<file path="config.mk">
export PLATFORM = sky130hd
export DESIGN_NAME = mono_framebuffer_draw_engine_unit
export DESIGN_NICKNAME = d
export VERILOG_FILES = /design/src/hdl/mfde_pkg.sv /design/src/hdl/mfde_store.sv /design/src/hdl/mfde_setup.sv /design/src/hdl/mfde_row_alu.sv /design/src/hdl/mono_framebuffer_draw_engine_unit.sv
export SDC_FILE = /design/constraint.sdc
export NUM_CORES = 2
export LEC_CHECK = 0
export BUFFER_PORTS_ARGS = -buffer_cell sky130_fd_sc_hd__buf_2
export CORE_UTILIZATION = 46
export DETAILED_ROUTE_END_ITERATION = 16
export HOLD_SLACK_MARGIN = 0.08
export PLACE_DENSITY = 0.69
export SLEW_MARGIN = 20
export SYNTH_ARGS = -nofsm -noshare
export SYNTH_HDL_FRONTEND = slang
export SYNTH_SLANG_ARGS = --single-unit
</file>
<file path="constraint.sdc">
create_clock -name clk -period 15 [get_ports clk]
set_input_delay 1.5 -clock clk [delete_from_list [all_inputs] [get_ports clk]]
set_output_delay 1.5 -clock clk [all_outputs]
set_load 0.05 [all_outputs]
</file>
<file path="src/hdl/mfde_pkg.sv">
// shared types, constants and mask helpers for the monochrome frame draw engine
// depends on nothing; every other file refers to it by scoped names
`default_nettype none

package mfde_pkg;

  // frame geometry
  localparam int FRAME_WIDTH  = 64;
  localparam int FRAME_HEIGHT = 32;

  localparam int COL_W  = $clog2(FRAME_WIDTH + 1);
  localparam int ROW_W  = $clog2(FRAME_HEIGHT + 1);
  localparam int ADDR_W = $clog2(FRAME_HEIGHT);

  // signed coordinate wide enough for an 8-bit position plus an 8-bit size
  localparam int COORD_W = 11;

  // fixed field widths
  localparam int CMD_W      = 4;
  localparam int POS_W      = 8;
  localparam int SIZE_W     = 8;
  localparam int SPRITE_W   = 64;
  localparam int ROWBITS_W  = 64;
  localparam int CFG_IDX_W  = 2;
  localparam int CFG_DATA_W = 7;
  localparam int CFG_ROWV_W = 6;

  localparam int IN_FIELDS_W = 2 * POS_W + 2 * SIZE_W + 1 + SPRITE_W;
  localparam int IN_TDATA_W  = ((IN_FIELDS_W + 7) / 8) * 8;
  localparam int OUT_TDATA_W = ROWBITS_W;

  // command codes
  localparam logic [CMD_W-1:0] CMD_CLEAR    = 4'd0;
  localparam logic [CMD_W-1:0] CMD_SETPIX   = 4'd1;
  localparam logic [CMD_W-1:0] CMD_INVPIX   = 4'd2;
  localparam logic [CMD_W-1:0] CMD_FILL     = 4'd3;
  localparam logic [CMD_W-1:0] CMD_OUTLINE  = 4'd4;
  localparam logic [CMD_W-1:0] CMD_HLINE    = 4'd5;
  localparam logic [CMD_W-1:0] CMD_VLINE    = 4'd6;
  localparam logic [CMD_W-1:0] CMD_SPR_SET  = 4'd7;
  localparam logic [CMD_W-1:0] CMD_SPR_ERA  = 4'd8;
  localparam logic [CMD_W-1:0] CMD_INVRECT  = 4'd9;
  localparam logic [CMD_W-1:0] CMD_READROW  = 4'd10;

  // configuration register indexes
  localparam logic [CFG_IDX_W-1:0] REG_CLIP_LEFT   = 2'd0;
  localparam logic [CFG_IDX_W-1:0] REG_CLIP_TOP    = 2'd1;
  localparam logic [CFG_IDX_W-1:0] REG_CLIP_RIGHT  = 2'd2;
  localparam logic [CFG_IDX_W-1:0] REG_CLIP_BOTTOM = 2'd3;

  // pixel operations
  localparam logic [1:0] OP_SET = 2'd0;
  localparam logic [1:0] OP_CLR = 2'd1;
  localparam logic [1:0] OP_INV = 2'd2;

  typedef logic signed [COORD_W-1:0] coord_t;
  typedef logic [FRAME_WIDTH-1:0]    row_t;

  // one drawing job: band a covers rows [a_lo, a_hi), band b rows b0 and b1
  typedef struct packed {
    logic [1:0] op;
    coord_t     a_lo;
    coord_t     a_hi;
    coord_t     b0;
    coord_t     b1;
    row_t       mask_a;
    row_t       mask_b;
  } draw_job_t;

  function automatic logic [COL_W-1:0] clamp_col(input coord_t v);
    logic [COL_W-1:0] r;
    if (v < coord_t'(0)) begin
      r = '0;
    end else if (v > coord_t'(FRAME_WIDTH)) begin
      r = COL_W'(FRAME_WIDTH);
    end else begin
      r = v[COL_W-1:0];
    end
    return r;
  endfunction

  // columns lo..hi-1 within the frame, empty when hi <= lo
  function automatic row_t range_mask(input coord_t lo, input coord_t hi);
    row_t             ones;
    logic [COL_W-1:0] l;
    logic [COL_W-1:0] h;
    ones = '1;
    l    = clamp_col(lo);
    h    = clamp_col(hi);
    return (ones << l) & ~(ones << h);
  endfunction

endpackage

`default_nettype wire

</file>
<file path="src/hdl/mfde_store.sv">
// frame store memory with per-row valid bits so reset and clear act at once
// depends on mfde_pkg
`default_nettype none

module mfde_store (
  input  wire logic                          clk,
  input  wire logic                          rst_n,
  input  wire logic                          clr,
  input  wire logic                          wr_en,
  input  wire logic [mfde_pkg::ADDR_W-1:0]   wr_addr,
  input  wire mfde_pkg::row_t                wr_data,
  input  wire logic [mfde_pkg::ADDR_W-1:0]   rd_addr,
  output mfde_pkg::row_t                     rd_data
);

  mfde_pkg::row_t                      mem [mfde_pkg::FRAME_HEIGHT];
  logic [mfde_pkg::FRAME_HEIGHT-1:0]   vld_r;
  mfde_pkg::row_t                      rd_q_r;
  logic                                vld_q_r;

  always_ff @(posedge clk) begin
    if (wr_en) begin
      mem[wr_addr] <= wr_data;
    end
    rd_q_r <= mem[rd_addr];
  end

  always_ff @(posedge clk) begin
    if (!rst_n || clr) begin
      vld_r   <= '0;
      vld_q_r <= 1'b0;
    end else begin
      if (wr_en) begin
        vld_r[wr_addr] <= 1'b1;
      end
      vld_q_r <= vld_r[rd_addr];
    end
  end

  // rows never written since reset or clear read as all off
  assign rd_data = vld_q_r ? rd_q_r : '0;

endmodule

`default_nettype wire

</file>
<file path="src/hdl/mfde_setup.sv">
// turns one command and the clip window into a row band job with column masks
// depends on mfde_pkg
`default_nettype none

module mfde_setup (
  input  wire logic [mfde_pkg::CMD_W-1:0]     cmd,
  input  wire logic signed [mfde_pkg::POS_W-1:0] x_pos,
  input  wire logic signed [mfde_pkg::POS_W-1:0] y_pos,
  input  wire logic [mfde_pkg::SIZE_W-1:0]    rect_width,
  input  wire logic [mfde_pkg::SIZE_W-1:0]    rect_height,
  input  wire logic                           set_level,
  input  wire logic [mfde_pkg::SPRITE_W-1:0]  sprite_bits,
  input  wire logic [mfde_pkg::COL_W-1:0]     clip_left,
  input  wire logic [mfde_pkg::COL_W-1:0]     clip_right,
  output mfde_pkg::draw_job_t                 job
);

  mfde_pkg::coord_t xs, xe, ys, ye, lim;
  mfde_pkg::row_t   cm, hm, pm, vm, sm;
  logic [mfde_pkg::SPRITE_W-1:0] spr_sh;
  logic [mfde_pkg::POS_W-1:0]    sh_neg;

  always_comb begin
    xs   = mfde_pkg::coord_t'(x_pos);
    ys   = mfde_pkg::coord_t'(y_pos);
    xe   = xs + mfde_pkg::coord_t'(rect_width);
    ye   = ys + mfde_pkg::coord_t'(rect_height);
    lim  = (rect_width > mfde_pkg::SIZE_W'(mfde_pkg::SPRITE_W))
           ? mfde_pkg::coord_t'(mfde_pkg::SPRITE_W) : mfde_pkg::coord_t'(rect_width);
    cm   = mfde_pkg::range_mask(mfde_pkg::coord_t'(clip_left),
                                mfde_pkg::coord_t'(clip_right));
    hm   = mfde_pkg::range_mask(xs, xe) & cm;
    pm   = mfde_pkg::range_mask(xs, xs + mfde_pkg::coord_t'(1)) & cm;
    vm   = (mfde_pkg::range_mask(xs, xs + mfde_pkg::coord_t'(1)) |
            mfde_pkg::range_mask(xe - mfde_pkg::coord_t'(1), xe)) & cm;
    // sprite bit i lands on column x_pos + i
    sh_neg = ~x_pos + mfde_pkg::POS_W'(1);
    spr_sh = x_pos[mfde_pkg::POS_W-1] ? (sprite_bits >> sh_neg) : (sprite_bits << x_pos);
    sm     = spr_sh[mfde_pkg::FRAME_WIDTH-1:0] & mfde_pkg::range_mask(xs, xs + lim) & cm;

    job.op     = mfde_pkg::OP_SET;
    job.a_lo   = ys;
    job.a_hi   = ys + mfde_pkg::coord_t'(1);
    job.b0     = ys;
    job.b1     = ys;
    job.mask_a = '0;
    job.mask_b = '0;
    unique case (cmd)
      mfde_pkg::CMD_SETPIX: begin
        job.op     = set_level ? mfde_pkg::OP_SET : mfde_pkg::OP_CLR;
        job.mask_a = pm;
      end
      mfde_pkg::CMD_INVPIX: begin
        job.op     = mfde_pkg::OP_INV;
        job.mask_a = pm;
      end
      mfde_pkg::CMD_FILL: begin
        job.a_hi   = ye;
        job.mask_a = hm;
      end
      mfde_pkg::CMD_INVRECT: begin
        job.op     = mfde_pkg::OP_INV;
        job.a_hi   = ye;
        job.mask_a = hm;
      end
      mfde_pkg::CMD_OUTLINE: begin
        // verticals span the height, horizontals sit at top and bottom row
        job.a_hi   = ye;
        job.mask_a = vm;
        job.b1     = ye - mfde_pkg::coord_t'(1);
        job.mask_b = hm;
      end
      mfde_pkg::CMD_HLINE: begin
        job.mask_a = hm;
      end
      mfde_pkg::CMD_VLINE: begin
        job.a_hi   = ye;
        job.mask_a = pm;
      end
      mfde_pkg::CMD_SPR_SET: begin
        job.mask_a = sm;
      end
      mfde_pkg::CMD_SPR_ERA: begin
        job.op     = mfde_pkg::OP_CLR;
        job.mask_a = sm;
      end
      default: begin
        job.mask_a = '0;
      end
    endcase
  end

endmodule

`default_nettype wire

</file>
<file path="src/hdl/mfde_row_alu.sv">
// shared row unit: selects the column mask for one row and applies the pixel op
// depends on mfde_pkg
`default_nettype none

module mfde_row_alu (
  input  wire mfde_pkg::draw_job_t            job,
  input  wire logic [mfde_pkg::ADDR_W-1:0]    row,
  input  wire mfde_pkg::row_t                 old_bits,
  output mfde_pkg::row_t                      new_bits
);

  mfde_pkg::coord_t r;
  logic             in_a, in_b;
  mfde_pkg::row_t   m;

  always_comb begin
    r    = mfde_pkg::coord_t'({1'b0, row});
    in_a = (r >= job.a_lo) && (r < job.a_hi);
    in_b = (r == job.b0) || (r == job.b1);
    m    = (in_a ? job.mask_a : '0) | (in_b ? job.mask_b : '0);
    unique case (job.op)
      mfde_pkg::OP_SET: new_bits = old_bits | m;
      mfde_pkg::OP_CLR: new_bits = old_bits & ~m;
      mfde_pkg::OP_INV: new_bits = old_bits ^ m;
      default:          new_bits = old_bits;
    endcase
  end

endmodule

`default_nettype wire

</file>
<file path="src/hdl/mono_framebuffer_draw_engine_unit.sv">
// top level of the monochrome frame draw engine: sequencer, clip registers, output
// depends on mfde_pkg, mfde_store, mfde_setup, mfde_row_alu
`default_nettype none

// channel   | direction | handshake              | payload
// ----------+-----------+------------------------+---------------------------------
// in_       | slave     | in_tvalid / in_tready  | in_tuser cmd, in_tdata draw fields
// out_      | master    | out_tvalid / out_tready| out_tdata row_bits, out_tuser row_valid
// cfg_      | slave     | cfg_valid / cfg_ready  | cfg_index, cfg_data (clip register)
//
// clear and unused codes finish in the idle state; read row passes the read and read-data
// states to the output register; drawing: a setup state, one row read-modify-write per cycle
// over clip_top..clip_bottom-1 through the store's read and write ports, then a drain state;
// with no row inside the clip window only the setup state is passed
// rst_n is synchronous; it marks every frame row off at once and resets the clip window
// in_tready is high only between commands; a waiting result stalls only a further read

module mono_framebuffer_draw_engine_unit (
  input  wire logic                                 clk,
  input  wire logic                                 rst_n,
  // fields from bit 0: x_pos[7:0], y_pos[15:8], rect_width[23:16],
  // rect_height[31:24], set_level[32], sprite_bits[96:33], zero fill
  input  wire logic [mfde_pkg::IN_TDATA_W-1:0]      in_tdata,
  // fields from bit 0: cmd[3:0]
  input  wire logic [mfde_pkg::CMD_W-1:0]           in_tuser,
  input  wire logic                                 in_tvalid,
  output logic                                      in_tready,
  // fields from bit 0: row_bits[63:0]
  output logic [mfde_pkg::OUT_TDATA_W-1:0]          out_tdata,
  // fields from bit 0: row_valid[0]
  output logic                                      out_tuser,
  output logic                                      out_tvalid,
  input  wire logic                                 out_tready,
  input  wire logic                                 cfg_valid,
  output logic                                      cfg_ready,
  input  wire logic [mfde_pkg::CFG_IDX_W-1:0]       cfg_index,
  input  wire logic [mfde_pkg::CFG_DATA_W-1:0]      cfg_data
);

  localparam logic [2:0] S_IDLE  = 3'd0;
  localparam logic [2:0] S_SETUP = 3'd1;
  localparam logic [2:0] S_SWEEP = 3'd2;
  localparam logic [2:0] S_DRAIN = 3'd3;
  localparam logic [2:0] S_READ  = 3'd4;
  localparam logic [2:0] S_RDATA = 3'd5;

  logic [2:0] state_r, state_nxt;

  // command registers
  logic [mfde_pkg::CMD_W-1:0]           cmd_r;
  logic signed [mfde_pkg::POS_W-1:0]    x_r, y_r;
  logic [mfde_pkg::SIZE_W-1:0]          w_r, h_r;
  logic                                 on_r;
  logic [mfde_pkg::SPRITE_W-1:0]        spr_r;

  // clip window
  logic [mfde_pkg::COL_W-1:0]           clip_left_r, clip_right_r;
  logic [mfde_pkg::ROW_W-1:0]           clip_top_r, clip_bottom_r;

  // sweep control
  mfde_pkg::draw_job_t                  job, job_r;
  logic [mfde_pkg::ROW_W-1:0]           row_r, row_nxt;
  logic [mfde_pkg::ADDR_W-1:0]          wr_row_r;
  logic                                 pend_r, pend_nxt;

  // store and output
  logic                                 in_xfer, clr, wr_en, out_load, read_in_frame;
  logic [mfde_pkg::ADDR_W-1:0]          rd_addr;
  mfde_pkg::row_t                       rd_data, wr_data;
  logic [mfde_pkg::ROWBITS_W-1:0]       out_bits_r;
  logic                                 out_rv_r, out_valid_r;
  logic [mfde_pkg::CFG_DATA_W-1:0]      cfg_col;
  logic [mfde_pkg::CFG_ROWV_W-1:0]      cfg_row;

  assign in_tready = (state_r == S_IDLE);
  assign in_xfer   = in_tvalid && in_tready;
  assign clr       = in_xfer && (in_tuser == mfde_pkg::CMD_CLEAR);
  assign cfg_ready = 1'b1;

  // payload capture
  always_ff @(posedge clk) begin
    if (in_xfer) begin
      x_r   <= in_tdata[7:0];
      y_r   <= in_tdata[15:8];
      w_r   <= in_tdata[23:16];
      h_r   <= in_tdata[31:24];
      on_r  <= in_tdata[32];
      spr_r <= in_tdata[96:33];
      cmd_r <= in_tuser;
    end
    if (state_r == S_SETUP) begin
      job_r <= job;
    end
  end

  // clip registers saturate to the frame on write
  assign cfg_col = cfg_data;
  assign cfg_row = cfg_data[mfde_pkg::CFG_ROWV_W-1:0];

  always_ff @(posedge clk) begin
    if (!rst_n) begin
      clip_left_r   <= '0;
      clip_top_r    <= '0;
      clip_right_r  <= mfde_pkg::COL_W'(mfde_pkg::FRAME_WIDTH);
      clip_bottom_r <= mfde_pkg::ROW_W'(mfde_pkg::FRAME_HEIGHT);
    end else if (cfg_valid && cfg_ready) begin
      unique case (cfg_index)
        mfde_pkg::REG_CLIP_LEFT:
          clip_left_r <= (cfg_col > mfde_pkg::CFG_DATA_W'(mfde_pkg::FRAME_WIDTH))
                         ? mfde_pkg::COL_W'(mfde_pkg::FRAME_WIDTH) : mfde_pkg::COL_W'(cfg_col);
        mfde_pkg::REG_CLIP_RIGHT:
          clip_right_r <= (cfg_col > mfde_pkg::CFG_DATA_W'(mfde_pkg::FRAME_WIDTH))
                          ? mfde_pkg::COL_W'(mfde_pkg::FRAME_WIDTH) : mfde_pkg::COL_W'(cfg_col);
        mfde_pkg::REG_CLIP_TOP:
          clip_top_r <= (32'(cfg_row) > 32'(mfde_pkg::FRAME_HEIGHT))
                        ? mfde_pkg::ROW_W'(mfde_pkg::FRAME_HEIGHT) : mfde_pkg::ROW_W'(cfg_row);
        mfde_pkg::REG_CLIP_BOTTOM:
          clip_bottom_r <= (32'(cfg_row) > 32'(mfde_pkg::FRAME_HEIGHT))
                           ? mfde_pkg::ROW_W'(mfde_pkg::FRAME_HEIGHT) : mfde_pkg::ROW_W'(cfg_row);
        default: clip_left_r <= clip_left_r;
      endcase
    end
  end

  mfde_setup u_setup (
    .cmd         (cmd_r),
    .x_pos       (x_r),
    .y_pos       (y_r),
    .rect_width  (w_r),
    .rect_height (h_r),
    .set_level   (on_r),
    .sprite_bits (spr_r),
    .clip_left   (clip_left_r),
    .clip_right  (clip_right_r),
    .job         (job)
  );

  mfde_row_alu u_row_alu (
    .job      (job_r),
    .row      (wr_row_r),
    .old_bits (rd_data),
    .new_bits (wr_data)
  );

  // read address follows the sweep row, otherwise the requested read row
  assign rd_addr = (state_r == S_SWEEP) ? row_r[mfde_pkg::ADDR_W-1:0]
                                        : y_r[mfde_pkg::ADDR_W-1:0];
  assign wr_en   = pend_r;

  mfde_store u_store (
    .clk     (clk),
    .rst_n   (rst_n),
    .clr     (clr),
    .wr_en   (wr_en),
    .wr_addr (wr_row_r),
    .wr_data (wr_data),
    .rd_addr (rd_addr),
    .rd_data (rd_data)
  );

  assign read_in_frame = (y_r >= 0) && (32'(y_r) < mfde_pkg::FRAME_HEIGHT);
  assign out_load      = (state_r == S_RDATA) && (!out_valid_r || out_tready);

  // sequencer
  always_comb begin
    state_nxt = state_r;
    row_nxt   = row_r;
    pend_nxt  = 1'b0;
    unique case (state_r)
      S_IDLE: begin
        if (in_xfer) begin
          priority if (in_tuser == mfde_pkg::CMD_CLEAR) begin
            state_nxt = S_IDLE;
          end else if (in_tuser == mfde_pkg::CMD_READROW) begin
            state_nxt = S_READ;
          end else if (in_tuser > mfde_pkg::CMD_READROW) begin
            state_nxt = S_IDLE;
          end else begin
            state_nxt = S_SETUP;
          end
        end
      end
      S_SETUP: begin
        row_nxt   = clip_top_r;
        // empty row window draws nothing
        state_nxt = (clip_top_r < clip_bottom_r) ? S_SWEEP : S_IDLE;
      end
      S_SWEEP: begin
        pend_nxt = 1'b1;
        row_nxt  = row_r + mfde_pkg::ROW_W'(1);
        if (row_nxt == clip_bottom_r) begin
          state_nxt = S_DRAIN;
        end
      end
      S_DRAIN: begin
        state_nxt = S_IDLE;
      end
      S_READ: begin
        state_nxt = S_RDATA;
      end
      S_RDATA: begin
        if (out_load) begin
          state_nxt = S_IDLE;
        end
      end
      default: begin
        state_nxt = S_IDLE;
      end
    endcase
  end

  always_ff @(posedge clk) begin
    if (!rst_n) begin
      state_r <= S_IDLE;
      row_r   <= '0;
      pend_r  <= 1'b0;
    end else begin
      state_r <= state_nxt;
      row_r   <= row_nxt;
      pend_r  <= pend_nxt;
    end
  end

  // row just read is written back in the following cycle
  always_ff @(posedge clk) begin
    if (state_r == S_SWEEP) begin
      wr_row_r <= row_r[mfde_pkg::ADDR_W-1:0];
    end
  end

  // output register
  always_ff @(posedge clk) begin
    if (!rst_n) begin
      out_valid_r <= 1'b0;
    end else if (out_load) begin
      out_valid_r <= 1'b1;
    end else if (out_tready) begin
      out_valid_r <= 1'b0;
    end
  end

  always_ff @(posedge clk) begin
    if (out_load) begin
      out_bits_r <= read_in_frame ? mfde_pkg::ROWBITS_W'(rd_data) : '0;
      out_rv_r   <= read_in_frame;
    end
  end

  assign out_tdata  = out_bits_r;
  assign out_tuser  = out_rv_r;
  assign out_tvalid = out_valid_r;

endmodule

`default_nettype wire

</file>
==> flow_metrics.py <==
metrics = {
    "clock_tree": {
        "cts_resized": 0,
        "numCtsBuffers": 279,
        "post-cts-setup-buffers": 0,
        "cts_hold_buffers": 0,
        "clk_latency_ns": 0.97,
        "tritoncts": "yes",
        "cts.reportedPaths.clkPinSlew_ns": 0.06,
        "numClockSinks": 2512,
        "cts-root-buf": "clkbuf_16",
        "cts_buffer_depth": 4,
        "htreeDepth": 5,
    },
    "worst_setup_path": {
        "r2r_slack_ns": 8.70,
        "cp_max_fo": 21,
        "r2r_start": "x_r[1]",
        "endpoint_kind": "flip-flop",
        "critPathKind": "flip-flop to flip-flop",
        "arrival_ns": 6.87,
        "startpoint": "x_r[1]",
        "worstPathRequired_ns": 15.57,
        "startpoint_type": "flip-flop",
        "worstReg2RegEnd": "job_r[73]",
        "ff2ff_path_depth": 13,
    },
    "die": {
        "die_area_um2": 256600,
        "initial_core_util_pct": 46.41,
        "io-pin-count": 190,
        "rows": 184,
        "core_area_um2": 252300,
        "die_h_um": 506.6,
        "dieWidth_um": 506.6,
    },
    "synth": {
        "ys_ff_latch": 2512,
        "ys.flop_type": "edfxtp_1",
        "ys_warn_count": 0,
        "synth_top_area_cell": "edfxtp_1",
        "synth_area_leaders": "edfxtp_1 (61%), mux4_2 (13%), nand2_1 (3.4%), dfxtp_1 (2.3%), ha_1 (1.9%)",
        "synth_most_common_cell": "edfxtp_1",
        "synthTopCellsByCount": "edfxtp_1 (2378), nand2_1 (1066), mux4_2 (650)",
        "synth_area_um2": 117100,
        "syn_area_per_cell_um2": 14.32,
        "async_flop_share_pct": 0,
        "ys_seq_area_share_pct": 63.27,
        "synthDistinctLibCells": 109,
        "synth_cells": 8175,
        "yosysTopAreaCellShare_pct": 60.98,
        "synth_edf_count": 2378,
    },
    "timing": {
        "rsz0062_at_grt": "false",
        "worst_slack_ns": 8.702,
        "report.final.slew_viol_count": 0,
        "tightest_slew_ns": 1.378,
        "slew_headroom_pct": 7.546,
        "finClkSkew_ns": 0.1055,
        "hold_viol": 0,
        "fin_crit_ns": 6.298,
        "min_period_over_period_pct": 41.99,
        "setup_violations": 0,
        "clock.fmax_ghz": 0.1588,
        "finalSetupTns_ns": 0,
    },
    "job": {
        "cap_violations": 0,
    },
    "cells_and_area": {
        "syn2layout_area_growth_pct": 12.38,
        "layout-drive-gt1-share_pct": 20.10,
        "nets": 8663,
        "fin_cells": 11930,
    },
    "min_path": {
        "hold_path.class": "flip-flop to flip-flop",
        "min_from": "u_store.vld_r[28]",
        "hold_end": "u_store.vld_r[28]",
        "worstHoldPathCells": 1,
    },
    "grt": {
        "overflow": 0,
        "grt_pass1_wl_mm": 583.5,
        "grt_pass1_vias": 76510,
        "grt_util_all_layers_pct": 32.28,
        "grt_max_degree": 156,
        "antenna_found_initial": 24,
    },
    "detailed_routing": {
        "drtIter0Drc": 10800,
        "first_pass_iters": 8,
        "drc": 0,
        "wl_mm": 420.1,
        "ant_nets": 0,
        "num_vias": 78860,
        "routed_via_density": 6.611,
        "avgRoutedWirePerCell_um": 35.22,
    },
    "place": {
        "pre_cts_slack_ns": 8.876,
        "place.gp.congestion": 1.077,
        "dp.cells": 11420,
        "dp_hpwl_mm": 262.6,
        "portBuffers": 181,
    },
    "power": {
        "p_per_area_nw_per_um2": 142.5,
        "vdd_drop_max_uv": 146.3,
        "power.leakage_nw": 44.83,
    },
    "status": {
        "outcome": "finished clean",
    },
}
==> cell type report <==
cell class                 instances  area, µm²
tap                             3348       4189
clock buffer                     375       7776
clock inverter                   116       1089
antenna                           11      27.53
sequential                      2512      74090
fill                           20650     120700
timing repair buffer             449       3047
multi-input combinational       4938      40710
inverter                         179      674.4
==> routing by layer <==
| metal | global-route usage [%] | part of all wire, % |
|---|---|---|
| met1 | 43.56 | 39 |
| met2 | 49.87 | 46 |
| met3 | 6.243 | 9.8 |
| met4 | 16.72 | 5.8 |
| met5 | 0 | 0.030 |
==> where the power goes <==
part | internal [W] | total [W] | switching [W]
Sequential | 0.00803 | 0.00813 | 0.0000966
Clock | 0.00396 | 0.00665 | 0.00269
Combinational | 0.00122 | 0.00399 | 0.00276
==> stage by stage <==
stage | total power (W) | cell area [µm²] | utilization [%] | hold slack (ns)
final | 0.01876 | 131600 | 52.16 | 0.4630
after detailed placement | 0.01213 | 122700 | 48.61 | 0.4518
after global placement | 0.01209 | 122600 | 48.60 | 0.4408
after global routing | 0.01925 | 131600 | 52.15 | 0.4792
after CTS | 0.01872 | 131500 | 52.13 | 0.4650
after floorplan | 0.01064 | 117100 | - | 0.4064
==> worst max-delay path, stage by stage (launching register included) <==
cell	delay (ns)
edfxtp_1	0.32
buf_4	0.42
inv_2	0.21
fa_1	0.51
and2b_1	0.28
o22a_1	0.23
xor2_1	0.93
nor2_1	0.33
a21oi_1	0.25
nand4_2	0.45
nor3_4	0.98
o21ai_0	0.34
a221oi_1	0.45
o21ai_0	0.27
==> sequential cells by signal, indices dropped and copies added (netlist names), 3 cells and up <==
name / count
job_r: 159
x_r: 8
clip_top_r: 6
out_tdata: 64
u_store.rd_q_r: 64
clip_right_r: 7
w_r: 8
wr_row_r: 5
clip_left_r: 7
clip_bottom_r: 6
y_r: 8
h_r: 8
spr_r: 64
row_r: 6
cmd_r: 4
state_r: 3
u_store.vld_r: 32
u_store.mem: 2048
==> worst max path at each step <==
stage          slack [ns]  cells after the start    endpoint
5_1_grt              8.63                     13   job_r[73]
3_3_place_gp         8.91                     14  job_r[110]
3_5_place_dp         8.88                     14  job_r[110]
2_1_floorplan        0.70                      6    row_r[5]
6_report             8.70                     13   job_r[73]
4_1_cts              8.88                     14  job_r[110]
==> cells in the final DEF, fill, tap and decap left out, types with 24 or more instances in the layout <==
| cell type | Yosys | routed |
|---|---|---|
| buf_2 | 104 | 181 |
| nor2_1 | 489 | 452 |
| a31oi_1 | 56 | 51 |
| o31ai_1 | 25 | 24 |
| o21a_1 | 52 | 52 |
| nor3_1 | 122 | 117 |
| a221oi_1 | 39 | 38 |
| dfxtp_1 | 134 | 133 |
| a21boi_0 | 31 | 31 |
| edfxtp_1 | 2378 | 2378 |
| clkinv_1 | 2 | 31 |
| a21o_1 | 29 | 29 |
| nor4_1 | 29 | 29 |
| nand4_1 | 28 | 28 |
| clkinv_2 | 0 | 53 |
| buf_4 | 16 | 255 |
| or3_1 | 38 | 36 |
| nand2b_1 | 37 | 37 |
| a22oi_1 | 86 | 86 |
| o22ai_1 | 48 | 47 |
| a211oi_1 | 93 | 93 |
| mux4_2 | 650 | 650 |
| clkbuf_1 | 330 | 65 |
| nor2b_1 | 55 | 54 |
| o211ai_1 | 60 | 60 |
| mux2_2 | 53 | 53 |
| nand3_1 | 401 | 401 |
| inv_1 | 176 | 172 |
| a21oi_1 | 278 | 273 |
| clkbuf_16 | 0 | 290 |
| mux2i_1 | 184 | 181 |
| ha_1 | 179 | 178 |
| xnor2_1 | 41 | 35 |
| o21ai_0 | 303 | 299 |
| nor2_4 | 0 | 32 |
| nand2_1 | 1066 | 1065 |
| and2_1 | 39 | 39 |
==> cells by family (layout without fill, tap and decap cells) <==
kind of cell    Yosys count  count (layout)  share of synthesized area, %
compound gates         1378            1378                         7.918
flops                  2512            2512                         63.27
mux                     888             888                         14.59
buf+inv                 726            1119                         2.496
simple gates           2420            2420                         9.225
fa+ha+maj               182             182                         1.964
other cells               2              14                      0.006413
xor+xnor                 67              67                        0.5267
No activity file was read; power rests on OpenSTA's default activity.
